File: config.mk
export PLATFORM = sky130hd
export DESIGN_NAME = encoder_move_sequencer
export DESIGN_NICKNAME = d
export VERILOG_FILES = /design/src/rtl/core/ems_pkg.sv /design/src/rtl/core/encoder_move_sequencer.sv /design/src/rtl/core/ems_travel.sv /design/src/rtl/core/ems_ctrl.sv
export SDC_FILE = /design/constraint.sdc
export NUM_CORES = 2
export LEC_CHECK = 0
export ABC_AREA = 1
export BUFFER_PORTS_ARGS = -buffer_cell sky130_fd_sc_hd__buf_2
export CAP_MARGIN = 20
export CORE_ASPECT_RATIO = 0.7
export CORE_MARGIN = 2
export CORE_UTILIZATION = 45
export CTS_CLUSTER_SIZE = 24
export DETAILED_ROUTE_END_ITERATION = 6
export PLACE_DENSITY = 0.69
export SYNTH_ARGS = -nofsm -noshare
export SYNTH_HDL_FRONTEND = slang
export SYNTH_SLANG_ARGS = --single-unit
File: constraint.sdc
create_clock -name clk -period 13.3 [get_ports clk]
set_clock_uncertainty 0.2 [all_clocks]
set_input_delay 1.995 -clock clk [delete_from_list [all_inputs] [get_ports clk]]
set_output_delay 1.995 -clock clk [all_outputs]
set_load 0.005 [all_outputs]
File: src/rtl/core/ems_pkg.sv
// Shared types, codes and constants of the encoder move sequencer.
package ems_pkg;

  // Move codes carried by the operation field.
  typedef enum logic [1:0] {
    OP_PIVOT    = 2'd0,
    OP_TURN     = 2'd1,
    OP_STRAIGHT = 2'd2,
    OP_ABORT    = 2'd3
  } op_t;

  // Sequencer phases.
  typedef enum logic [1:0] {
    PH_CAPTURE = 2'd0,
    PH_DRIVE   = 2'd1,
    PH_BRAKE   = 2'd2,
    PH_FINISH  = 2'd3
  } phase_t;

  // Configuration register indexes.
  localparam logic [1:0] REG_DRIVE_SPEED   = 2'd0;
  localparam logic [1:0] REG_PIVOT_COUNTS  = 2'd1;
  localparam logic [1:0] REG_TURN_COUNTS   = 2'd2;
  localparam logic [1:0] REG_CM_PER_COUNT  = 2'd3;

  // Register reset values.
  localparam logic [6:0]  DRIVE_SPEED_RST  = 7'd30;
  localparam logic [15:0] PIVOT_COUNTS_RST = 16'd180;
  localparam logic [15:0] TURN_COUNTS_RST  = 16'd170;
  localparam logic [15:0] CM_PER_COUNT_RST = 16'd3204;

  // Largest power magnitude ever commanded.
  localparam logic [6:0]  SPEED_MAX       = 7'd100;
  // Degrees in one quarter turn.
  localparam logic [15:0] DEG_PER_QUARTER = 16'd90;

  // One input beat.
  typedef struct packed {
    op_t                operation;
    logic signed [15:0] target;
    logic               pivot_on_right;
    logic signed [31:0] left_encoder;
    logic signed [31:0] right_encoder;
    logic signed [7:0]  right_power_now;
  } item_t;

  // Configuration register file.
  typedef struct packed {
    logic [6:0]  drive_speed;
    logic [15:0] pivot_counts_per_quarter;
    logic [15:0] turn_counts_per_quarter;
    logic [15:0] cm_per_count_q16;
  } cfg_t;

  // One result beat.
  typedef struct packed {
    logic signed [7:0] left_power;
    logic signed [7:0] right_power;
    logic              left_brake;
    logic              right_brake;
    logic              done_res;
  } result_t;

  // Encoder that a move measures: the left one only for a pivot about the right wheel.
  function automatic logic signed [31:0] measured_angle(item_t it);
    logic sel_left;
    sel_left = (it.operation == OP_PIVOT) && it.pivot_on_right;
    return sel_left ? it.left_encoder : it.right_encoder;
  endfunction

endpackage

File: src/rtl/core/encoder_move_sequencer.sv
// Top level of the encoder move sequencer: handshake registers and configuration.
// A beat passes the input register, then the result register, on its way to the outputs.
// Throughput: one beat per cycle; the only stall source is out_ready held low.
// Reset (synchronous, active high) empties both registers, returns the phase to
// capture, clears the start angle and loads the register defaults.
module encoder_move_sequencer (
  input  logic               clk,
  input  logic               rst,
  input  logic               cfg_write,
  input  logic [1:0]         cfg_index,
  input  logic [15:0]        cfg_data,
  input  logic               in_valid,
  output logic               in_ready,
  input  logic [1:0]         operation,
  input  logic signed [15:0] target,
  input  logic               pivot_on_right,
  input  logic signed [31:0] left_encoder,
  input  logic signed [31:0] right_encoder,
  input  logic signed [7:0]  right_power_now,
  output logic               out_valid,
  input  logic               out_ready,
  output logic signed [7:0]  left_power,
  output logic signed [7:0]  right_power,
  output logic               left_brake,
  output logic               right_brake,
  output logic               done_res
);
  import ems_pkg::*;

  cfg_t               cfg;
  item_t              item_q;
  logic               item_vld;
  result_t            result_q;
  result_t            result_d;
  logic               advance;
  logic               step;
  logic               reached;
  logic signed [31:0] start_angle;

  // Result register is free when empty or being drained.
  assign advance  = !out_valid || out_ready;
  assign in_ready = !item_vld || advance;
  assign step     = item_vld && advance;

  // Configuration writes.
  always_ff @(posedge clk) begin
    if (rst) begin
      cfg.drive_speed              <= DRIVE_SPEED_RST;
      cfg.pivot_counts_per_quarter <= PIVOT_COUNTS_RST;
      cfg.turn_counts_per_quarter  <= TURN_COUNTS_RST;
      cfg.cm_per_count_q16         <= CM_PER_COUNT_RST;
    end else if (cfg_write) begin
      unique case (cfg_index)
        REG_DRIVE_SPEED:  cfg.drive_speed              <= cfg_data[6:0];
        REG_PIVOT_COUNTS: cfg.pivot_counts_per_quarter <= cfg_data;
        REG_TURN_COUNTS:  cfg.turn_counts_per_quarter  <= cfg_data;
        REG_CM_PER_COUNT: cfg.cm_per_count_q16         <= cfg_data;
        default: ;
      endcase
    end
  end

  // Input register.
  always_ff @(posedge clk) begin
    if (rst) begin
      item_vld <= 1'b0;
    end else if (in_ready) begin
      item_vld <= in_valid;
    end
  end

  always_ff @(posedge clk) begin
    if (in_valid && in_ready) begin
      item_q.operation       <= op_t'(operation);
      item_q.target          <= target;
      item_q.pivot_on_right  <= pivot_on_right;
      item_q.left_encoder    <= left_encoder;
      item_q.right_encoder   <= right_encoder;
      item_q.right_power_now <= right_power_now;
    end
  end

  ems_travel u_travel (
    .item        (item_q),
    .cfg         (cfg),
    .start_angle (start_angle),
    .reached     (reached)
  );

  ems_ctrl u_ctrl (
    .clk         (clk),
    .rst         (rst),
    .step        (step),
    .item        (item_q),
    .cfg         (cfg),
    .reached     (reached),
    .start_angle (start_angle),
    .result      (result_d)
  );

  // Result register.
  always_ff @(posedge clk) begin
    if (rst) begin
      out_valid <= 1'b0;
    end else if (advance) begin
      out_valid <= step;
    end
  end

  always_ff @(posedge clk) begin
    if (step) begin
      result_q <= result_d;
    end
  end

  assign left_power  = result_q.left_power;
  assign right_power = result_q.right_power;
  assign left_brake  = result_q.left_brake;
  assign right_brake = result_q.right_brake;
  assign done_res    = result_q.done_res;

endmodule

File: src/rtl/core/ems_travel.sv
// Travel measurement and end-of-drive compare for the current move.
module ems_travel (
  input  ems_pkg::item_t    item,
  input  ems_pkg::cfg_t     cfg,
  input  logic signed [31:0] start_angle,
  output logic               reached
);
  import ems_pkg::*;

  logic signed [31:0] measured;
  logic [32:0]        diff;
  logic [32:0]        travel;
  logic [15:0]        mag;
  logic [15:0]        lhs_k;
  logic [15:0]        rhs_k;
  logic [48:0]        lhs;
  logic [31:0]        prod;
  logic [31:0]        rhs;

  // Exact 33-bit distance from the captured start angle.
  always_comb begin
    measured = measured_angle(item);
    diff     = {measured[31], measured} - {start_angle[31], start_angle};
    travel   = diff[32] ? (~diff + 33'd1) : diff;
    mag      = item.target[15] ? 16'(~item.target + 16'sd1) : 16'(item.target);
  end

  // Pivot and turn compare 90 * travel against counts * degrees; straight compares
  // travel * cm_per_count against the target in Q16 centimetres.
  always_comb begin
    lhs_k = (item.operation == OP_STRAIGHT) ? cfg.cm_per_count_q16 : DEG_PER_QUARTER;
    rhs_k = (item.operation == OP_PIVOT) ? cfg.pivot_counts_per_quarter
                                         : cfg.turn_counts_per_quarter;
    lhs   = 49'(travel) * 49'(lhs_k);
    prod  = 32'(rhs_k) * 32'(mag);
    rhs   = (item.operation == OP_STRAIGHT) ? {mag, 16'd0} : prod;
    reached = lhs >= 49'(rhs);
  end

endmodule

File: src/rtl/core/ems_ctrl.sv
// Phase sequencer: phase and start angle registers plus motor command decode.
module ems_ctrl (
  input  logic               clk,
  input  logic               rst,
  input  logic               step,
  input  ems_pkg::item_t     item,
  input  ems_pkg::cfg_t      cfg,
  input  logic               reached,
  output logic signed [31:0] start_angle,
  output ems_pkg::result_t   result
);
  import ems_pkg::*;

  phase_t            phase;
  phase_t            phase_next;
  logic [6:0]        speed;
  logic signed [7:0] sd;
  logic signed [7:0] sd_neg;
  logic              is_abort;

  assign is_abort = (item.operation == OP_ABORT);

  // Drive power: clamped speed, positive only for a strictly positive target.
  always_comb begin
    speed  = (cfg.drive_speed > SPEED_MAX) ? SPEED_MAX : cfg.drive_speed;
    sd     = (!item.target[15] && (item.target != 16'sd0)) ? $signed({1'b0, speed})
                                                          : -$signed({1'b0, speed});
    sd_neg = -sd;
  end

  // Next phase.
  always_comb begin
    phase_next = phase;
    if (is_abort) begin
      phase_next = PH_CAPTURE;
    end else begin
      unique case (phase)
        PH_CAPTURE: phase_next = PH_DRIVE;
        PH_DRIVE:   if (reached) phase_next = PH_BRAKE;
        PH_BRAKE:   if (item.right_power_now == 8'sd0) phase_next = PH_FINISH;
        PH_FINISH:  phase_next = PH_CAPTURE;
        default:    phase_next = PH_CAPTURE;
      endcase
    end
  end

  // Motor commands for this beat; every phase but drive holds both brakes.
  always_comb begin
    result             = '0;
    result.left_brake  = 1'b1;
    result.right_brake = 1'b1;
    if (!is_abort) begin
      unique case (phase)
        PH_DRIVE: begin
          case (item.operation)
            OP_PIVOT: begin
              if (item.pivot_on_right) begin
                result.left_power = sd;
                result.left_brake = 1'b0;
              end else begin
                result.right_power = sd;
                result.right_brake = 1'b0;
              end
            end
            OP_TURN: begin
              result.left_power  = sd;
              result.right_power = sd_neg;
              result.left_brake  = 1'b0;
              result.right_brake = 1'b0;
            end
            default: begin
              result.left_power  = sd;
              result.right_power = sd;
              result.left_brake  = 1'b0;
              result.right_brake = 1'b0;
            end
          endcase
        end
        PH_FINISH: result.done_res = 1'b1;
        default:   result.done_res = 1'b0;
      endcase
    end
  end

  // State registers advance once per processed beat.
  always_ff @(posedge clk) begin
    if (rst) begin
      phase       <= PH_CAPTURE;
      start_angle <= '0;
    end else if (step) begin
      phase <= phase_next;
      if (phase == PH_CAPTURE && !is_abort) begin
        start_angle <= measured_angle(item);
      end
    end
  end

endmodule

Yosys cells after proc, flatten, opt, wreduce, memory -nomap -nowiden
Index checks and enable logic that the tools add are counted.
{"block": "op_classes", "addsub": 5, "mul": 2, "n_lt_le_gt_ge": 2, "eq_ne": 11, "n_mux": 18, "n_bitwise": 3, "reduce_logical": 23}
{"cell": "32-bit two-way mux", "count": 2}
{"cell": "49-bit by 32-bit greater-or-equal comparator with 1-bit output", "count": 1}
{"cell": "33-bit by 16-bit multiplier with 49-bit output", "count": 1}
{"cell": "16-bit two-way mux", "count": 3}
{"cell": "18-bit case mux with 2 select lines", "count": 1}
{"cell": "33-bit by 1-bit adder with 33-bit output, second input constant", "count": 1}
{"cell": "33-bit two-way mux", "count": 1}
{"cell": "33-bit NOT", "count": 1}
{"cell": "32-bit by 32-bit subtractor with 33-bit output", "count": 1}
{"cell": "16-bit by 16-bit multiplier with 32-bit output", "count": 1}
{"cell": "8-bit two-way mux", "count": 3}
{"cell": "16-bit by 2-bit adder with 16-bit output, second input constant", "count": 1}
{"cell": "16-bit NOT", "count": 1}
{"cell": "16-bit nonzero test", "count": 1}
{"cell": "2-bit equality test, second input constant", "count": 6}
{"cell": "2-bit AND reduction", "count": 5}
{"cell": "8-bit zero test", "count": 1}
{"cell": "7-bit negator with 8-bit output", "count": 1}
{"cell": "8-bit negator", "count": 1}
{"cell": "2-bit case mux with 4 select lines", "count": 1}
{"cell": "7-bit greater-than comparator, second input constant", "count": 1}
{"cell": "7-bit two-way mux", "count": 1}
{"cell": "2-bit by 1-bit equality test with 1-bit output, second input constant", "count": 3}
{"cell": "2-bit zero test", "count": 3}
{"cell": "10 further kinds", "count": 22}
{"block": "totals", "ff_bits": 201, "inputBits": 114, "output_inout_bits": 21, "wordCells": 83}

Longest topological paths before layout
{"block": "logic_depth", "word_depth": 12, "depth_mapped": 67, "ltp_nobuf": 65}

Modules after synthesis
From an unflattened synthesis, not the netlist that was laid out.
{"block": "unflattened", "cells_unflattened": 5138, "hier_area_um2": 38848.5}
{"mod": "ems_travel", "n_inst": 1, "cells_per_inst": 4316, "area_per_inst_um2": 30819.6, "seq_area_each_um2": 0.0}
{"mod": "encoder_move_sequencer", "n_inst": 1, "cells_per_inst": 448, "area_per_inst_um2": 5591.6, "seq_area_each_um2": 4444.3}
{"mod": "ems_ctrl", "n_inst": 1, "cells_per_inst": 374, "area_per_inst_um2": 2437.3, "seq_area_each_um2": 680.7}

Worst setup path after synthesis
OpenSTA, ideal clock, no wires.
{"block": "synth_path", "kind": "register to register", "from": "reg item_q[89] (netlist bit)", "to": "reg u_ctrl.phase[0]", "setup_time_ps": 115, "arrival_ps": 9082, "required_ps": 12985, "path_slack_ps": 3903, "path_stages_with_launch": 61, "path_buffers": 2, "period_less_slack_ps": 9397, "cell_sequence": "edfxtp_1 clkbuf_1 nor2_1 nand2_1 mux2i_1 ha_1 inv_1 fa_1 nand2_1 nand2_1 o21ai_2 o21ai_2 xnor2_1 nand4_1 nor2_2 inv_1 nor3_2 or2_1 [25 not listed] nor2_1 nand2_1 inv_1 nand4_1 nand3_1 nand2_1 nand2_1 nand2_1 nand2_1 nand2_1 nand2_1 nand2_1 nand3_1 inv_1 nand2_1 nand3_1 nand2_1 nor2_1"}
{"block": "synth_via", "elab_chain_len": 11, "elab_cells_between_ends": 19, "classes_between": "add/sub (2); mul (2); order compare (1); eq/ne (4); mux (6); bitwise (1); reduce/logical (3)"}
{"element": "start: declaration", "line": "encoder_move_sequencer.sv:31", "text": "item_t item_q;"}
{"element": "2-bit zero test", "line": "ems_pkg.sv:67, ems_travel.sv:32"}
{"element": "1-bit logical AND", "line": "ems_pkg.sv:67", "text": "sel_left = (it.operation == OP_PIVOT) && it.pivot_on_right;"}
{"element": "32-bit two-way mux", "line": "ems_pkg.sv:68", "text": "return sel_left ? it.left_encoder : it.right_encoder;"}
{"element": "32-bit by 32-bit subtractor with 33-bit output", "line": "ems_travel.sv:23", "text": "diff = {measured[31], measured} - {start_angle[31], start_angle};"}
{"element": "33-bit NOT", "line": "ems_travel.sv:24", "text": "travel = diff[32] ? (~diff + 33'd1) : diff;"}
{"element": "33-bit by 1-bit adder with 33-bit output", "line": "ems_travel.sv:24"}
{"element": "33-bit two-way mux", "line": "ems_travel.sv:24"}
{"element": "33-bit by 16-bit multiplier with 49-bit output", "line": "ems_travel.sv:34", "text": "lhs = 49'(travel) * 49'(lhs_k);"}
{"element": "49-bit by 32-bit greater-or-equal comparator with 1-bit output", "line": "ems_travel.sv:37", "text": "reached = lhs >= 49'(rhs);"}
{"element": "3-bit by 2-bit != test with 1-bit output (no source line)"}
{"element": "3-bit AND reduction (no source line)"}
{"element": "end signal: assignment", "line": "ems_ctrl.sv:91", "text": "phase <= phase_next;"}
{"element": "end: declaration", "line": "ems_ctrl.sv:14", "text": "phase_t phase;"}
Several ways; a longest one is shown, not always the timed one.
A chain may end at the register's enable or synchronous reset.

Final worst setup path
{"block": "layout_path", "from": "reg item_q[89] (netlist bit)", "to": "reg u_ctrl.phase[1]"}
The elaborated chain is that of the path after synthesis.

==> results by stage <==
Worst setup path:
- The most numerous cell type found on the critical path is nand2_1.
- STA classifies the critical path endpoint as a register.
- On the critical path the largest part of the delay comes from adder cells.
- Data on the critical path arrives at its endpoint at 12.24 ns.
- The combined buffer and inverter count along the critical path is 11.
- The critical path is of the reg -> reg type.
- On the worst path, the slowest cell contributes a delay of 0.56 ns.
- STA classifies the critical path startpoint as a register.
- Along the worst path, the maximum fanout reaches 37.
- At the worst endpoint, the required time is 13.50 ns.
- The highest-delay cell along the critical path is fa_1.

STA:
- The worst pin sits at a relative slew slack of 23.3%.
- Setup repair after global routing left no endpoint under its margin.
- The worst path uses 90.5% of the clock period.
- The number of endpoints with negative hold slack in the final report was 0.
- The number of slew-limit violations in the final report is 0.
- The highest achievable clock rate is 83.1 MHz.
- The worst-margin pin slew is 1.15 ns.
- Setup violations remaining at the end of the flow were counted as 0.
- After routing, the total negative slack on setup checks comes to 0 ns.
- The final critical-path required period is 12.03 ns.
- The final-layout worst hold slack is 0.255 ns.

Logic synthesis:
- The register area share after synthesis is 13.3%.
- The gate count after technology mapping is 5181.
- Of all flip-flops after synthesis, the portion carrying an async set or reset was 0%.
- The number of nets in the synthesized netlist is 6221.
- The post-synthesis average cell area is 7.44 um^2.
- The synthesized netlist contains 57 unique library cells.
- The number of flip-flops and latches in the synthesized netlist is 201.
- For this run, the number of Yosys warnings is 0.
- After synthesis the cells add up to 38600 um^2.
- The main flop type after synthesis is edfxtp_1.
- The number of enable flip-flop cells after synthesis is 110.

Floorplanning:
- The die area is 88100 um^2.
- The total I/O pin count is 135.
- The number of standard-cell rows in the floorplan is 89.
- The core region is 84500 um^2.
- The die outline width is 354 um.
- In this run the vertical extent of the chip is 249 um.
- Once the floorplan was initialized, standard cells occupied 45.6% of the core.

Routing:
- The final layout contains routed wiring with a total length of 120000 um.
- After detailed routing, the average wire length per cell comes to 18.7 um.
- The first detailed-routing pass ran for 6 iterations.
- Detailed routing placed a total of 13000 um of wire on met3.
- Routed signal wires occupy layers up through met5.
- Summed over all nets, wire length on met2 after detailed routing comes to 51400 um.
- The via total after detailed routing is 34000.
- The number of remaining DRC errors is 0.
- For this block, the initial DRC count from the detailed router was 3250.
- Dividing the detail-routed via count by the number of cells gives 5.30.
- The post-route met1 wirelength is 53700 um.
- The residual antenna-violating net count after detailed routing is 0.

Clocking:
- The root buffer selected by CTS is clkbuf_16.
- The maximum buffer depth of the clock tree is 3.
- The later pin in the worst-skew pair is clocked with a latency of 0.52 ns.
- CTS built an H-tree with a depth of 1.
- The quantity of gates resized following cts is 0.
- The clock net sink count is 201.
- The TritonCTS clock tree is yes.
- In this run, CTS created clock tree buffers numbering 22.
- After clock tree synthesis, the flow added hold-fix buffers numbering 0.
- After clock tree synthesis, the clock-pin slew on the worst setup and hold paths is 0.06 ns.
- The number of post-CTS setup repair buffers is 0.

Global routing:
- The sum of overflow across all layers after global routing is 0.
- The first global-routing pass estimated 189000 um of wire.
- The number of antenna violations at the first check in global routing is 2.
- Entering global routing, the biggest net connects 92 pins.
- The number of global-route vias before repair is 33500.
- The global-route usage over all layers is 27.3%.

Cells and area:
- The net count of the finished layout is 6309.
- From synthesis to final layout, the design area changed by 7.35%.
- The core utilization of the finished layout is 49.0%.
- The share of layout cells above drive strength 1 is 6.45%.
- The antenna cell count is 0.

Outcome:
- The flow ran to the end, and the final reports show no timing, DRC or antenna violations.

Placement:
- The count of buffers added on input and output ports is 134.
- The detailed-placement wirelength estimate is 100000 um.
- The weighted congestion at the end of routability-driven global placement is 0.986.

Run:
- The number of violations of the max-capacitance limit is 0.

Worst hold path:
- The worst hold path belongs to the class reg -> reg.
-- cell usage in the layout (no fill, tap or decap), drive strengths merged, types with 41 or more instances in the layout --
| cell type | instances |
|---|---|
| nor2 | 599 |
| nand4 | 57 |
| a21oi | 177 |
| o21ai | 169 |
| inv | 1151 |
| nor3 | 41 |
| nand3 | 236 |
| buf | 193 |
| ha | 299 |
| fa | 627 |
| nand2 | 1305 |
| edfxtp | 110 |
| dfxtp | 91 |
-- registers in the layout (all words and copies together), names as in the netlist --
signal and count:
item_q 91, cfg 55, u_ctrl.start_angle 32, left_power 8
right_power 8, u_ctrl.phase 2, done_res 1, item_vld 1
left_brake 1, out_valid 1, right_brake 1
-- metrics by stage --
step | instances | cell area (um^2) | setup slack (ns)
global route | 6422 | 41400 | 0.460
global placement | 6379 | 40600 | 1.39
CTS | 6420 | 41400 | 1.41
finish | 6422 | 41400 | 1.27
floorplan | 5181 | 38600 | 3.90
detailed placement | 6380 | 40600 | 1.46
-- worst min-delay path: stages, from the launching register on --
cell     delay (ns)
dfxtp_1        0.33
nand2_1        0.05
nand3_1        0.05
-- final timing paths --
path               from         endpoint  slack, ns  cells after the start
max          item_q[89]  u_ctrl.phase[1]       1.27                     56
min             cfg[19]          cfg[19]       0.25                      2
max reg2reg  item_q[89]  u_ctrl.phase[1]       1.27                     56
min reg2reg     cfg[19]          cfg[19]       0.25                      2
-- metal layers --
metal / global-route usage, % / vias up
li1: - / 15800
met4: 4.56 / 2
met3: 6.47 / 159
met2: 41.3 / 1656
met5: 0.270 / -
met1: 40.0 / 16400
-- layout make-up --
| class | count | area [um^2] |
|---|---|---|
| Clock buffer | 27 | 601 |
| Clock inverter | 13 | 189 |
| Fill cell | 8347 | 43100 |
| Inverter | 1163 | 4370 |
| Multi-Input combinational cell | 3687 | 28500 |
| Sequential cell | 201 | 5120 |
| Tap cell | 1137 | 1420 |
| Timing Repair Buffer | 194 | 1150 |
-- cell families (layout without fill, tap and decap cells) --
family          after synthesis  count (layout)  synth area share [%]
flops                       201             201                  13.3
mux                           1               1                0.0260
buf+inv                    1293            1397                  12.7
compound gates              424             424                  6.07
fa+ha+maj                   926             926                  42.3
xor+xnor                     58              58                  1.44
simple gates               2278            2278                  24.2
-- Yosys cell counts (all sizes together), types with 10 or more instances --
cell	number	area (um^2)
nand2	1305	4970
inv	1149	4310
fa	627	12600
nor2	599	2300
ha	299	3740
nand3	236	1190
a21oi	177	897
o21ai	169	865
edfxtp	110	3300
clkbuf	104	390
dfxtp	91	1820
nand4	57	363
nor3	41	226
xor2	36	342
a211oi	28	210
buf	26	154
xnor2	22	215
or2	16	100
clkinv	14	52.6
nand3b	12	93.8
o21bai	10	75.1
Power is not shown: default switching activity piles up to over one toggle a cycle in this logic, so the estimate is an artifact.
